### config.mk
export PLATFORM = sky130hd
export DESIGN_NAME = tick_credit_task_scheduler
export DESIGN_NICKNAME = d
export VERILOG_FILES = /design/src/rtl/tcs_pkg.sv /design/src/rtl/tcs_alu.sv /design/src/rtl/tcs_table.sv /design/src/rtl/tick_credit_task_scheduler.sv
export VERILOG_INCLUDE_DIRS = /design/src /design/src/rtl
export SDC_FILE = /design/constraint.sdc
export NUM_CORES = 1
export LEC_CHECK = 0
export BUFFER_PORTS_ARGS = -buffer_cell sky130_fd_sc_hd__buf_2
export CORE_UTILIZATION = 55
export DETAILED_ROUTE_END_ITERATION = 12
export GPL_ROUTABILITY_DRIVEN = 0
export PLACE_DENSITY = 0.78
export SYNTH_ARGS = -nofsm -noshare
export SYNTH_HDL_FRONTEND = slang
export SYNTH_SLANG_ARGS = --single-unit
### constraint.sdc
create_clock -name clk -period 5.47 [get_ports clk]
set_input_delay 0.547 -clock clk [delete_from_list [all_inputs] [get_ports clk]]
set_output_delay 0.547 -clock clk [all_outputs]
set_load 0.05 [all_outputs]
### src/rtl/assert_macros.svh
// ----------------------------------------------------------------------------
// Assertion macros
// Shared shorthand for clocked, reset-qualified property checks.
// ----------------------------------------------------------------------------
`ifndef ASSERT_MACROS_SVH
`define ASSERT_MACROS_SVH

// Same-cycle implication, disabled while reset is asserted
`define TCS_ASSERT_IMP(label, clk, rst_n, ante, cons, msg) \
  label: assert property (@(posedge clk) disable iff (!rst_n) (ante) |-> (cons)) \
    else $error(msg);

// Next-cycle implication, disabled while reset is asserted
`define TCS_ASSERT_NXT(label, clk, rst_n, ante, cons, msg) \
  label: assert property (@(posedge clk) disable iff (!rst_n) (ante) |=> (cons)) \
    else $error(msg);

`endif

### src/rtl/tcs_pkg.sv
// ----------------------------------------------------------------------------
// tcs_pkg
// Types and codes shared by the tick credit task scheduler modules.
// ----------------------------------------------------------------------------
package tcs_pkg;

  localparam int CR_W  = 16;
  localparam int PRI_W = 8;
  localparam int PRE_W = 8;

  // Command codes
  localparam logic [2:0] FN_ENQ  = 3'd0;
  localparam logic [2:0] FN_RUN  = 3'd1;
  localparam logic [2:0] FN_PRE  = 3'd2;
  localparam logic [2:0] FN_TICK = 3'd3;
  localparam logic [2:0] FN_PICK = 3'd4;
  localparam logic [2:0] FN_CUR  = 3'd5;

  // Result status codes
  localparam logic [1:0] STAT_OK    = 2'd0;
  localparam logic [1:0] STAT_FULL  = 2'd1;
  localparam logic [1:0] STAT_CAP   = 2'd2;
  localparam logic [1:0] STAT_EMPTY = 2'd3;

  // Shared adder operation
  typedef enum logic {
    ALU_ADD,
    ALU_CMP
  } tcs_alu_op_t;

  // Table write request
  typedef struct packed {
    logic                    credit_we;
    logic                    prio_we;
    logic                    preempt_we;
    logic signed [CR_W-1:0]  credit;
    logic [PRI_W-1:0]        prio;
    logic [PRE_W-1:0]        preempt;
  } tcs_wr_t;

endpackage

### src/rtl/tcs_alu.sv
// ----------------------------------------------------------------------------
// tcs_alu
// Shared 17-bit adder: saturating signed add, or signed greater-than compare.
// ----------------------------------------------------------------------------
module tcs_alu
  import tcs_pkg::*;
(
  input  tcs_alu_op_t             op,
  input  logic signed [CR_W-1:0]  a,
  input  logic signed [CR_W-1:0]  b,
  output logic signed [CR_W-1:0]  sum,
  output logic                    gt
);

  logic          sub;
  logic [CR_W:0] a_x;
  logic [CR_W:0] b_x;
  logic [CR_W:0] raw;

  // One adder; compare is a subtract
  always_comb begin
    sub = (op == ALU_CMP);
    a_x = {a[CR_W-1], a};
    b_x = sub ? ~{b[CR_W-1], b} : {b[CR_W-1], b};
    raw = a_x + b_x + (CR_W+1)'(sub);
  end

  // a > b when the difference is positive
  assign gt = !raw[CR_W] && (raw != '0);

  // Clamp to the signed 16-bit range
  always_comb begin
    if (raw[CR_W] != raw[CR_W-1]) begin
      sum = raw[CR_W] ? {1'b1, {(CR_W-1){1'b0}}} : {1'b0, {(CR_W-1){1'b1}}};
    end else begin
      sum = raw[CR_W-1:0];
    end
  end

endmodule

### src/rtl/tcs_table.sv
// ----------------------------------------------------------------------------
// tcs_table
// Task entry memories: credit, priority and preempt count, one write port
// and one registered read port.
// ----------------------------------------------------------------------------
module tcs_table
  import tcs_pkg::*;
#(
  parameter int TASK_SLOTS = 16,
  parameter int IDX_W      = $clog2(TASK_SLOTS)
)(
  input  logic                    clk,
  input  tcs_wr_t                 wr,
  input  logic [IDX_W-1:0]        waddr,
  input  logic [IDX_W-1:0]        raddr,
  output logic signed [CR_W-1:0]  rd_credit,
  output logic [PRI_W-1:0]        rd_prio,
  output logic [PRE_W-1:0]        rd_preempt
);

  logic signed [CR_W-1:0] credit_mem  [TASK_SLOTS];
  logic [PRI_W-1:0]       prio_mem    [TASK_SLOTS];
  logic [PRE_W-1:0]       preempt_mem [TASK_SLOTS];

  // Writes, per field
  always_ff @(posedge clk) begin
    if (wr.credit_we) begin
      credit_mem[waddr] <= wr.credit;
    end
    if (wr.prio_we) begin
      prio_mem[waddr] <= wr.prio;
    end
    if (wr.preempt_we) begin
      preempt_mem[waddr] <= wr.preempt;
    end
  end

  // Registered read
  always_ff @(posedge clk) begin
    rd_credit  <= credit_mem[raddr];
    rd_prio    <= prio_mem[raddr];
    rd_preempt <= preempt_mem[raddr];
  end

endmodule

### src/rtl/tick_credit_task_scheduler.sv
// ----------------------------------------------------------------------------
// tick_credit_task_scheduler
// Task table with tick credit accounting, first-best pick and decaying
// credit recalculation, run by a small sequencer around one shared adder.
// ----------------------------------------------------------------------------
//  channel   handshake            payload
//  in_       start / busy         in_func .. in_preempt_count
//  out_      out_valid (strobe)   out_chosen_task .. out_status
//  cfg_      cfg_valid/cfg_ready  cfg_main_priority
//
//  Enqueue, set and unused commands: busy stays low, result in the cycle after.
//  Tick: busy in state S_TICK (table read), result strobed the cycle after.
//  Pick: busy through scans and up to MAX_ROUNDS recalc rounds, N = TASK_SLOTS;
//  entries 1..N-1 pass the shared adder once per scan, all N once per recalc.
//  Reset (rst_n low, synchronous) sets the table marks to entry 0 only, no clearing pass.
//  Results are strobed for one cycle; the receiver cannot stall.
// ----------------------------------------------------------------------------
module tick_credit_task_scheduler
  import tcs_pkg::*;
#(
  parameter int TASK_SLOTS = 16,
  parameter int MAX_ROUNDS = 16
)(
  input  logic                    clk,
  input  logic                    rst_n,
  // command channel
  input  logic                    start,
  output logic                    busy,
  input  logic [2:0]              in_func,
  input  logic [3:0]              in_target_task,
  input  logic signed [CR_W-1:0]  in_initial_credit,
  input  logic [PRI_W-1:0]        in_task_priority,
  input  logic                    in_running_flag,
  input  logic [PRE_W-1:0]        in_preempt_count,
  // result channel
  output logic                    out_valid,
  output logic [3:0]              out_chosen_task,
  output logic signed [CR_W-1:0]  out_chosen_credit,
  output logic [3:0]              out_current_task,
  output logic                    out_reschedule,
  output logic [1:0]              out_status,
  // configuration
  input  logic                    cfg_valid,
  output logic                    cfg_ready,
  input  logic [PRI_W-1:0]        cfg_main_priority
);

  localparam int IDX_W = $clog2(TASK_SLOTS);
  localparam int CNT_W = $clog2(TASK_SLOTS + 1);
  localparam int RND_W = $clog2(MAX_ROUNDS + 1);

  typedef enum logic [1:0] {
    S_IDLE,
    S_TICK,
    S_SCAN,
    S_RECALC
  } state_t;

  state_t                  state_r, state_nxt;
  logic [CNT_W-1:0]        cnt_r, cnt_nxt;
  logic                    pend_r, pend_nxt;
  logic [IDX_W-1:0]        rd_idx_r, rd_idx_nxt;
  logic [IDX_W-1:0]        best_idx_r, best_idx_nxt;
  logic signed [CR_W-1:0]  best_cr_r, best_cr_nxt;
  logic [RND_W-1:0]        rounds_r, rounds_nxt;
  logic [TASK_SLOTS-1:0]   valid_r, valid_nxt;
  logic [TASK_SLOTS-1:0]   running_r, running_nxt;
  logic [CNT_W-1:0]        nfi_r, nfi_nxt;
  logic [IDX_W-1:0]        cur_r, cur_nxt;
  logic signed [CR_W-1:0]  main_cr_r, main_cr_nxt;
  logic [PRE_W-1:0]        main_pre_r, main_pre_nxt;
  logic [PRI_W-1:0]        main_prio_r, main_prio_nxt;
  logic                    out_valid_r, out_valid_nxt;
  logic [3:0]              out_task_r, out_task_nxt;
  logic signed [CR_W-1:0]  out_cr_r, out_cr_nxt;
  logic                    out_resched_r, out_resched_nxt;
  logic [1:0]              out_status_r, out_status_nxt;

  tcs_wr_t                 wr;
  logic [IDX_W-1:0]        waddr;
  logic [IDX_W-1:0]        raddr;
  logic signed [CR_W-1:0]  tbl_credit;
  logic [PRI_W-1:0]        tbl_prio;
  logic [PRE_W-1:0]        tbl_preempt;

  tcs_alu_op_t             alu_op;
  logic signed [CR_W-1:0]  alu_a;
  logic signed [CR_W-1:0]  alu_b;
  logic signed [CR_W-1:0]  alu_sum;
  logic                    alu_gt;

  logic                    accept;
  logic [IDX_W-1:0]        tgt_idx;
  logic                    tgt_ok;
  logic                    cnt_more;
  logic                    rd_main;
  logic signed [CR_W-1:0]  cr_d;
  logic [PRI_W-1:0]        prio_d;
  logic [PRE_W-1:0]        pre_d;

  tcs_table #(
    .TASK_SLOTS (TASK_SLOTS),
    .IDX_W      (IDX_W)
  ) u_table (
    .clk        (clk),
    .wr         (wr),
    .waddr      (waddr),
    .raddr      (raddr),
    .rd_credit  (tbl_credit),
    .rd_prio    (tbl_prio),
    .rd_preempt (tbl_preempt)
  );

  tcs_alu u_alu (
    .op  (alu_op),
    .a   (alu_a),
    .b   (alu_b),
    .sum (alu_sum),
    .gt  (alu_gt)
  );

  // Handshakes and ports
  assign busy      = (state_r != S_IDLE);
  assign accept    = start && !busy;
  assign cfg_ready = !busy;

  assign out_valid         = out_valid_r;
  assign out_chosen_task   = out_task_r;
  assign out_chosen_credit = out_cr_r;
  assign out_current_task  = 4'(cur_r);
  assign out_reschedule    = out_resched_r;
  assign out_status        = out_status_r;

  // Target decode
  assign tgt_idx  = IDX_W'(in_target_task);
  assign tgt_ok   = (32'(in_target_task) < TASK_SLOTS) && valid_r[tgt_idx];
  assign cnt_more = (cnt_r < CNT_W'(TASK_SLOTS));

  // Entry 0 lives in registers; other entries in the table
  assign rd_main = (rd_idx_r == '0);
  assign cr_d    = rd_main ? main_cr_r   : tbl_credit;
  assign prio_d  = rd_main ? main_prio_r : tbl_prio;
  assign pre_d   = rd_main ? main_pre_r  : tbl_preempt;

  // Sequencer next state
  always_comb begin
    state_nxt       = state_r;
    cnt_nxt         = cnt_r;
    pend_nxt        = 1'b0;
    rd_idx_nxt      = rd_idx_r;
    best_idx_nxt    = best_idx_r;
    best_cr_nxt     = best_cr_r;
    rounds_nxt      = rounds_r;
    valid_nxt       = valid_r;
    running_nxt     = running_r;
    nfi_nxt         = nfi_r;
    cur_nxt         = cur_r;
    main_cr_nxt     = main_cr_r;
    main_pre_nxt    = main_pre_r;
    main_prio_nxt   = main_prio_r;
    out_valid_nxt   = 1'b0;
    out_task_nxt    = out_task_r;
    out_cr_nxt      = out_cr_r;
    out_resched_nxt = out_resched_r;
    out_status_nxt  = out_status_r;
    wr              = '0;
    waddr           = rd_idx_r;
    raddr           = cur_r;
    alu_op          = ALU_CMP;
    alu_a           = cr_d;
    alu_b           = best_cr_r;

    // Configuration write
    if (cfg_valid && cfg_ready) begin
      main_prio_nxt = cfg_main_priority;
    end

    case (state_r)
      S_IDLE: begin
        if (accept) begin
          out_valid_nxt   = 1'b1;
          out_task_nxt    = '0;
          out_cr_nxt      = '0;
          out_resched_nxt = 1'b0;
          out_status_nxt  = STAT_OK;
          case (in_func)
            FN_ENQ: begin
              if (nfi_r >= CNT_W'(TASK_SLOTS)) begin
                out_status_nxt = STAT_FULL;
              end else begin
                waddr                       = nfi_r[IDX_W-1:0];
                wr.credit_we                = 1'b1;
                wr.prio_we                  = 1'b1;
                wr.preempt_we               = 1'b1;
                wr.credit                   = in_initial_credit;
                wr.prio                     = in_task_priority;
                wr.preempt                  = in_preempt_count;
                valid_nxt[nfi_r[IDX_W-1:0]]   = 1'b1;
                running_nxt[nfi_r[IDX_W-1:0]] = in_running_flag;
                nfi_nxt                     = nfi_r + 1'b1;
                out_task_nxt                = 4'(nfi_r);
                out_cr_nxt                  = in_initial_credit;
              end
            end
            FN_RUN, FN_PRE, FN_CUR: begin
              out_task_nxt = in_target_task;
              if (!tgt_ok) begin
                out_status_nxt = STAT_EMPTY;
              end else if (in_func == FN_RUN) begin
                running_nxt[tgt_idx] = in_running_flag;
              end else if (in_func == FN_PRE) begin
                if (tgt_idx == '0) begin
                  main_pre_nxt = in_preempt_count;
                end else begin
                  waddr         = tgt_idx;
                  wr.preempt_we = 1'b1;
                  wr.preempt    = in_preempt_count;
                end
              end else begin
                cur_nxt = tgt_idx;
              end
            end
            FN_TICK: begin
              // table read of the current entry is issued now
              out_valid_nxt = 1'b0;
              rd_idx_nxt    = cur_r;
              state_nxt     = S_TICK;
            end
            FN_PICK: begin
              out_valid_nxt = 1'b0;
              cnt_nxt       = CNT_W'(1);
              best_idx_nxt  = '0;
              best_cr_nxt   = main_cr_r;
              rounds_nxt    = '0;
              state_nxt     = S_SCAN;
            end
            default: begin
              // unused code, plain ok result
            end
          endcase
        end
      end

      S_TICK: begin
        alu_op = ALU_ADD;
        alu_b  = '1;
        if (rd_main) begin
          main_cr_nxt = alu_sum;
        end else begin
          wr.credit_we = 1'b1;
          wr.credit    = alu_sum;
        end
        out_valid_nxt   = 1'b1;
        out_task_nxt    = 4'(rd_idx_r);
        out_cr_nxt      = alu_sum;
        out_resched_nxt = (alu_sum[CR_W-1] || (alu_sum == '0)) && (pre_d == '0);
        out_status_nxt  = STAT_OK;
        state_nxt       = S_IDLE;
      end

      S_SCAN: begin
        // issue the next read while comparing the previous entry
        if (cnt_more) begin
          raddr      = cnt_r[IDX_W-1:0];
          rd_idx_nxt = cnt_r[IDX_W-1:0];
          pend_nxt   = 1'b1;
          cnt_nxt    = cnt_r + 1'b1;
        end
        if (pend_r) begin
          if (valid_r[rd_idx_r] && running_r[rd_idx_r] && alu_gt) begin
            best_idx_nxt = rd_idx_r;
            best_cr_nxt  = cr_d;
          end
        end else if (!cnt_more) begin
          // scan done
          if ((best_cr_r == '0) && (rounds_r < RND_W'(MAX_ROUNDS))) begin
            rounds_nxt = rounds_r + 1'b1;
            cnt_nxt    = '0;
            state_nxt  = S_RECALC;
          end else begin
            out_valid_nxt   = 1'b1;
            out_task_nxt    = 4'(best_idx_r);
            out_cr_nxt      = best_cr_r;
            out_resched_nxt = 1'b0;
            out_status_nxt  = (best_cr_r == '0) ? STAT_CAP : STAT_OK;
            state_nxt       = S_IDLE;
          end
        end
      end

      S_RECALC: begin
        // credit = floor(credit / 2) + priority, saturated
        alu_op = ALU_ADD;
        alu_a  = {cr_d[CR_W-1], cr_d[CR_W-1:1]};
        alu_b  = {{(CR_W-PRI_W){1'b0}}, prio_d};
        if (cnt_more) begin
          raddr      = cnt_r[IDX_W-1:0];
          rd_idx_nxt = cnt_r[IDX_W-1:0];
          pend_nxt   = 1'b1;
          cnt_nxt    = cnt_r + 1'b1;
        end
        if (pend_r) begin
          if (valid_r[rd_idx_r]) begin
            if (rd_main) begin
              main_cr_nxt = alu_sum;
            end else begin
              wr.credit_we = 1'b1;
              wr.credit    = alu_sum;
            end
          end
        end else if (!cnt_more) begin
          cnt_nxt      = CNT_W'(1);
          best_idx_nxt = '0;
          best_cr_nxt  = main_cr_r;
          state_nxt    = S_SCAN;
        end
      end

      default: begin
        state_nxt = S_IDLE;
      end
    endcase
  end

  // State and registered outputs
  always_ff @(posedge clk) begin
    if (!rst_n) begin
      state_r       <= S_IDLE;
      cnt_r         <= '0;
      pend_r        <= 1'b0;
      rounds_r      <= '0;
      valid_r       <= TASK_SLOTS'(1);
      running_r     <= TASK_SLOTS'(1);
      nfi_r         <= CNT_W'(1);
      cur_r         <= '0;
      main_cr_r     <= '0;
      main_pre_r    <= '0;
      main_prio_r   <= PRI_W'(1);
      out_valid_r   <= 1'b0;
    end else begin
      state_r       <= state_nxt;
      cnt_r         <= cnt_nxt;
      pend_r        <= pend_nxt;
      rounds_r      <= rounds_nxt;
      valid_r       <= valid_nxt;
      running_r     <= running_nxt;
      nfi_r         <= nfi_nxt;
      cur_r         <= cur_nxt;
      main_cr_r     <= main_cr_nxt;
      main_pre_r    <= main_pre_nxt;
      main_prio_r   <= main_prio_nxt;
      out_valid_r   <= out_valid_nxt;
    end
    rd_idx_r      <= rd_idx_nxt;
    best_idx_r    <= best_idx_nxt;
    best_cr_r     <= best_cr_nxt;
    out_task_r    <= out_task_nxt;
    out_cr_r      <= out_cr_nxt;
    out_resched_r <= out_resched_nxt;
    out_status_r  <= out_status_nxt;
  end

  // Checks
  `include "assert_macros.svh"

  `TCS_ASSERT_IMP(a_main_valid, clk, rst_n, 1'b1, valid_r[0], "main task entry not valid")
  `TCS_ASSERT_IMP(a_nfi_bound, clk, rst_n, 1'b1, nfi_r <= CNT_W'(TASK_SLOTS), "free index overrun")
  `TCS_ASSERT_IMP(a_strobe_idle, clk, rst_n, out_valid_r, !busy, "result strobed while busy")
  `TCS_ASSERT_IMP(a_strobe_src, clk, rst_n, out_valid_r, $past(start) || $past(busy), "stray result")
  `TCS_ASSERT_NXT(a_pick_busy, clk, rst_n, accept && (in_func == FN_PICK), busy, "pick not started")

endmodule
==> impl_metrics.py <==
metrics = {
    "yosys": {
        "synthDistinctLibCells": 79,
        "synth-edff-count": 559,
        "syn_nets": 2023,
        "avgSynthCellArea_um2": 15.0,
        "yosys_register_bits": 678,
        "ys.flop_type": "edfxtp_1",
        "synth-async-reset-ratio_pct": 0,
        "ys_warn_count": 0,
        "synth_area_um2": 29200,
        "syn_inst": 1943,
        "ys_seq_area_share_pct": 65.6,
    },
    "critical_path": {
        "r2r_slack_ns": 0.29,
        "rr_startpoint": "rd_idx_r[2]",
        "critPathCaptureType": "flip-flop",
        "startpoint_type": "flip-flop",
        "path_class": "flip-flop to flip-flop",
        "crit_start": "rd_idx_r[2]",
        "rr_endpoint": "best_cr_r[8]",
        "crit_path_max_fanout": 35,
        "required_ns": 5.68,
        "cp.arrival_ns": 5.39,
        "r2r_cells": 13,
    },
    "sta": {
        "tightestPinTransition_ns": 1.27,
        "layout_min_cycle_time_ns": 5.18,
        "hold_viol": 0,
        "finalSetupViolCount": 0,
        "rsz0062_at_grt": "no",
        "fmax_mhz": 193,
        "drv_slew": 0,
        "fin_crit_sh_pct": 94.6,
        "relSlewSlack_pct": 15.5,
        "tns_ns": 0,
        "clock_skew_ns": 0.0188,
    },
    "finish": {
        "area_growth_pct": 12.3,
        "nNetsFinal": 2110,
        "fillCellCount": 3620,
        "multi_input_area_um2": 9600,
        "drive_gt1_share_pct": 22.0,
        "regArea_um2": 19200,
    },
    "grt": {
        "overflow": 0,
        "grt_pass1_vias": 17900,
        "grt.total_usage_pct": 26.7,
        "antenna_found_initial": 2,
        "grt_max_degree": 82,
        "grt_pass1_wl_mm": 108,
    },
    "clocking": {
        "cts_root_buffer": "clkbuf_16",
        "clk_latency_ns": 0.62,
        "cts_tree": "built",
        "cts.path.max_buffers": 3,
        "cts-buffers-inserted": 69,
        "htreeDepth": 3,
        "clock_sinks": 678,
        "clkTransAtPathRegs_ns": 0.06,
    },
    "die": {
        "num_io_pins": 82,
        "placementRows": 84,
        "start_util_pct": 55.6,
        "core_area_um2": 52600,
        "die_h_um": 232,
        "die_w_um": 232,
        "die_area_um2": 54000,
    },
    "min_path": {
        "hp-class": "primary input to flip-flop",
        "whs_path_depth": 3,
        "min_from": "cfg_main_priority[0]",
        "hold_path_end": "main_prio_r[0]",
    },
    "route": {
        "drcViolationCount": 0,
        "via_per_inst": 6.53,
        "routedWlPerCell_um": 25.7,
        "routed_wirelength_mm": 71.3,
        "drtAntennaViolNets": 0,
        "num_vias": 18100,
        "drt_iter0_drc": 2112,
        "first_pass_iters": 8,
    },
    "pwr": {
        "leakage_uw": 0.0115,
        "irDropWorstVdd_mv": 0.266,
        "total_power_uw": 13400,
        "power.density_nw_per_um2": 409,
    },
    "outcome": {
        "outcome": "completed",
    },
    "place": {
        "hpwl_mm": 44.9,
        "io_buffers": 81,
    },
    "run": {
        "max_cap_viol_count": 0,
    },
}
[cell usage after synthesis (6+ instances only)]
library cell	number	share of area (%)
nand4_1	10	0.21
clkbuf_1	79	1.0
nand3_1	23	0.39
edfxtp_1	559	57
o211ai_1	8	0.21
a211oi_1	36	0.92
a22oi_1	13	0.33
ha_1	27	1.2
o31ai_1	6	0.15
a21o_1	10	0.26
mux4_2	141	11
a22o_1	7	0.21
o21ai_1	6	0.10
a31oi_1	64	1.4
mux2_2	28	1.1
buf_2	24	0.41
a21oi_1	61	1.0
nand2b_1	11	0.24
dfxtp_1	119	8.2
xnor2_1	10	0.30
nor3_1	16	0.27
nor2b_1	45	0.96
and2_1	58	1.2
nor2_1	113	1.5
and3_1	13	0.28
buf_1	13	0.17
nor4_1	13	0.28
o21a_1	7	0.18
mux2i_1	73	2.5
a21boi_0	18	0.46
xor2_1	11	0.33
nand2_1	164	2.1
inv_1	19	0.24
o21ai_0	53	0.91
[final cells by class]
cell class	instances	share of cell area, %
Tap cell	688	2.62
Inverter	21	0.240
Multi-Input combinational cell	1123	29.3
Clock inverter	42	1.17
Clock buffer	86	5.58
Timing Repair Buffer	137	2.71
Sequential cell	678	58.4
Antenna cell	1	0.00763
[worst max-delay path, stage by stage, from the launching register on]
cell and delay, ns:
edfxtp_1 0.61, nor4_4 0.27, buf_12 0.28, mux2i_1 0.47, mux2i_1 0.21, fa_1 0.46, a211oi_1 0.35, o21ai_0 0.26
a211oi_1 0.37, a21oi_1 0.10, xnor2_1 0.17, nand4_1 0.12, nor4_2 0.08, o31ai_4 0.99
[flip-flops by register name, indices dropped and copies added, names as in the netlist, 5 cells and up]
signal / cells
u_table.credit_mem: 256
main_prio_r: 8
u_table.rd_credit: 16
valid_r: 16
u_table.rd_preempt: 8
out_chosen_credit: 16
main_cr_r: 16
best_cr_r: 16
rounds_r: 5
u_table.prio_mem: 128
u_table.rd_prio: 8
nfi_r: 5
main_pre_r: 8
running_r: 16
u_table.preempt_mem: 128
cnt_r: 5
[kinds of logic after synthesis]
kind of cell / after synthesis / synth area share (%)
buf+inv: 142 / 2.00
compound gates: 339 / 7.82
fa+ha+maj: 33 / 1.42
xor+xnor: 21 / 0.629
mux: 243 / 14.5
simple gates: 487 / 8.03
flops: 678 / 65.6
[layer usage]
metal  vias to the layer above  share of wire (%)  global-route usage (%)
li1                       7744                  -                       -
met3                       199                8.8                    4.47
met2                      1066                 48                    43.4
met4                         2                3.4                    10.8
met5                         -              0.027                       0
met1                      9125                 39                    36.1
[power breakdown]
group	switching, uW	internal (uW)
Clock	1980	2600
Combinational	1870	842
Sequential	143	6010
Total	3990	9450
[worst max path at each step]
stage                                endpoint  slack [ns]  cells past startpoint
global placement                best_cr_r[13]        0.42                     13
finish                           best_cr_r[8]        0.29                     13
CTS                  u_table.credit_mem[4][5]        0.15                     13
detailed placement  u_table.credit_mem[15][5]        0.16                     13
global route         u_table.credit_mem[3][9]        0.01                     13
floorplan                        best_cr_r[0]        0.32                     16
[metrics by stage]
step	instances	setup slack (ns)	hold slack [ns]	area (um^2)	utilization, %
detailed placement	2646	0.157	0.461	30600	58.2
global route	2775	0.0139	0.194	32800	62.4
global placement	2646	0.420	0.457	30600	58.2
floorplan	1943	0.317	0.428	29200	-
finish	2776	0.293	0.184	32800	62.4
CTS	2774	0.150	0.168	32800	62.4
[cell usage in the layout, fill, tap and decap left out, types with 7 or more instances in the layout]
| master | instances |
|---|---|
| o211ai_1 | 8 |
| a31oi_1 | 64 |
| clkinv_1 | 16 |
| nor4_1 | 11 |
| nand4_1 | 10 |
| dfxtp_1 | 119 |
| xnor2_1 | 10 |
| nor2b_1 | 45 |
| nand3_1 | 23 |
| and3_1 | 13 |
| xor2_1 | 11 |
| a22oi_1 | 13 |
| mux4_2 | 141 |
| edfxtp_1 | 559 |
| a22o_1 | 7 |
| a21boi_0 | 18 |
| mux2_2 | 28 |
| o21a_1 | 7 |
| nor2_2 | 20 |
| nand2_1 | 164 |
| nor3_1 | 16 |
| buf_2 | 81 |
| a211oi_1 | 36 |
| ha_1 | 27 |
| and2_1 | 58 |
| o21ai_0 | 51 |
| inv_1 | 19 |
| nand2b_1 | 11 |
| buf_4 | 51 |
| clkbuf_16 | 70 |
| clkinv_2 | 9 |
| o21ai_1 | 8 |
| a21oi_1 | 60 |
| a21o_1 | 10 |
| clkbuf_1 | 14 |
| mux2i_1 | 69 |
| nor2_1 | 96 |
[timing repair]
action	in CTS	in global routing
hold buffers	0	0
setup endpoints to repair	0	16
gates resized for setup	0	1
setup buffers	0	0
No activity file was read; power rests on OpenSTA's default activity.
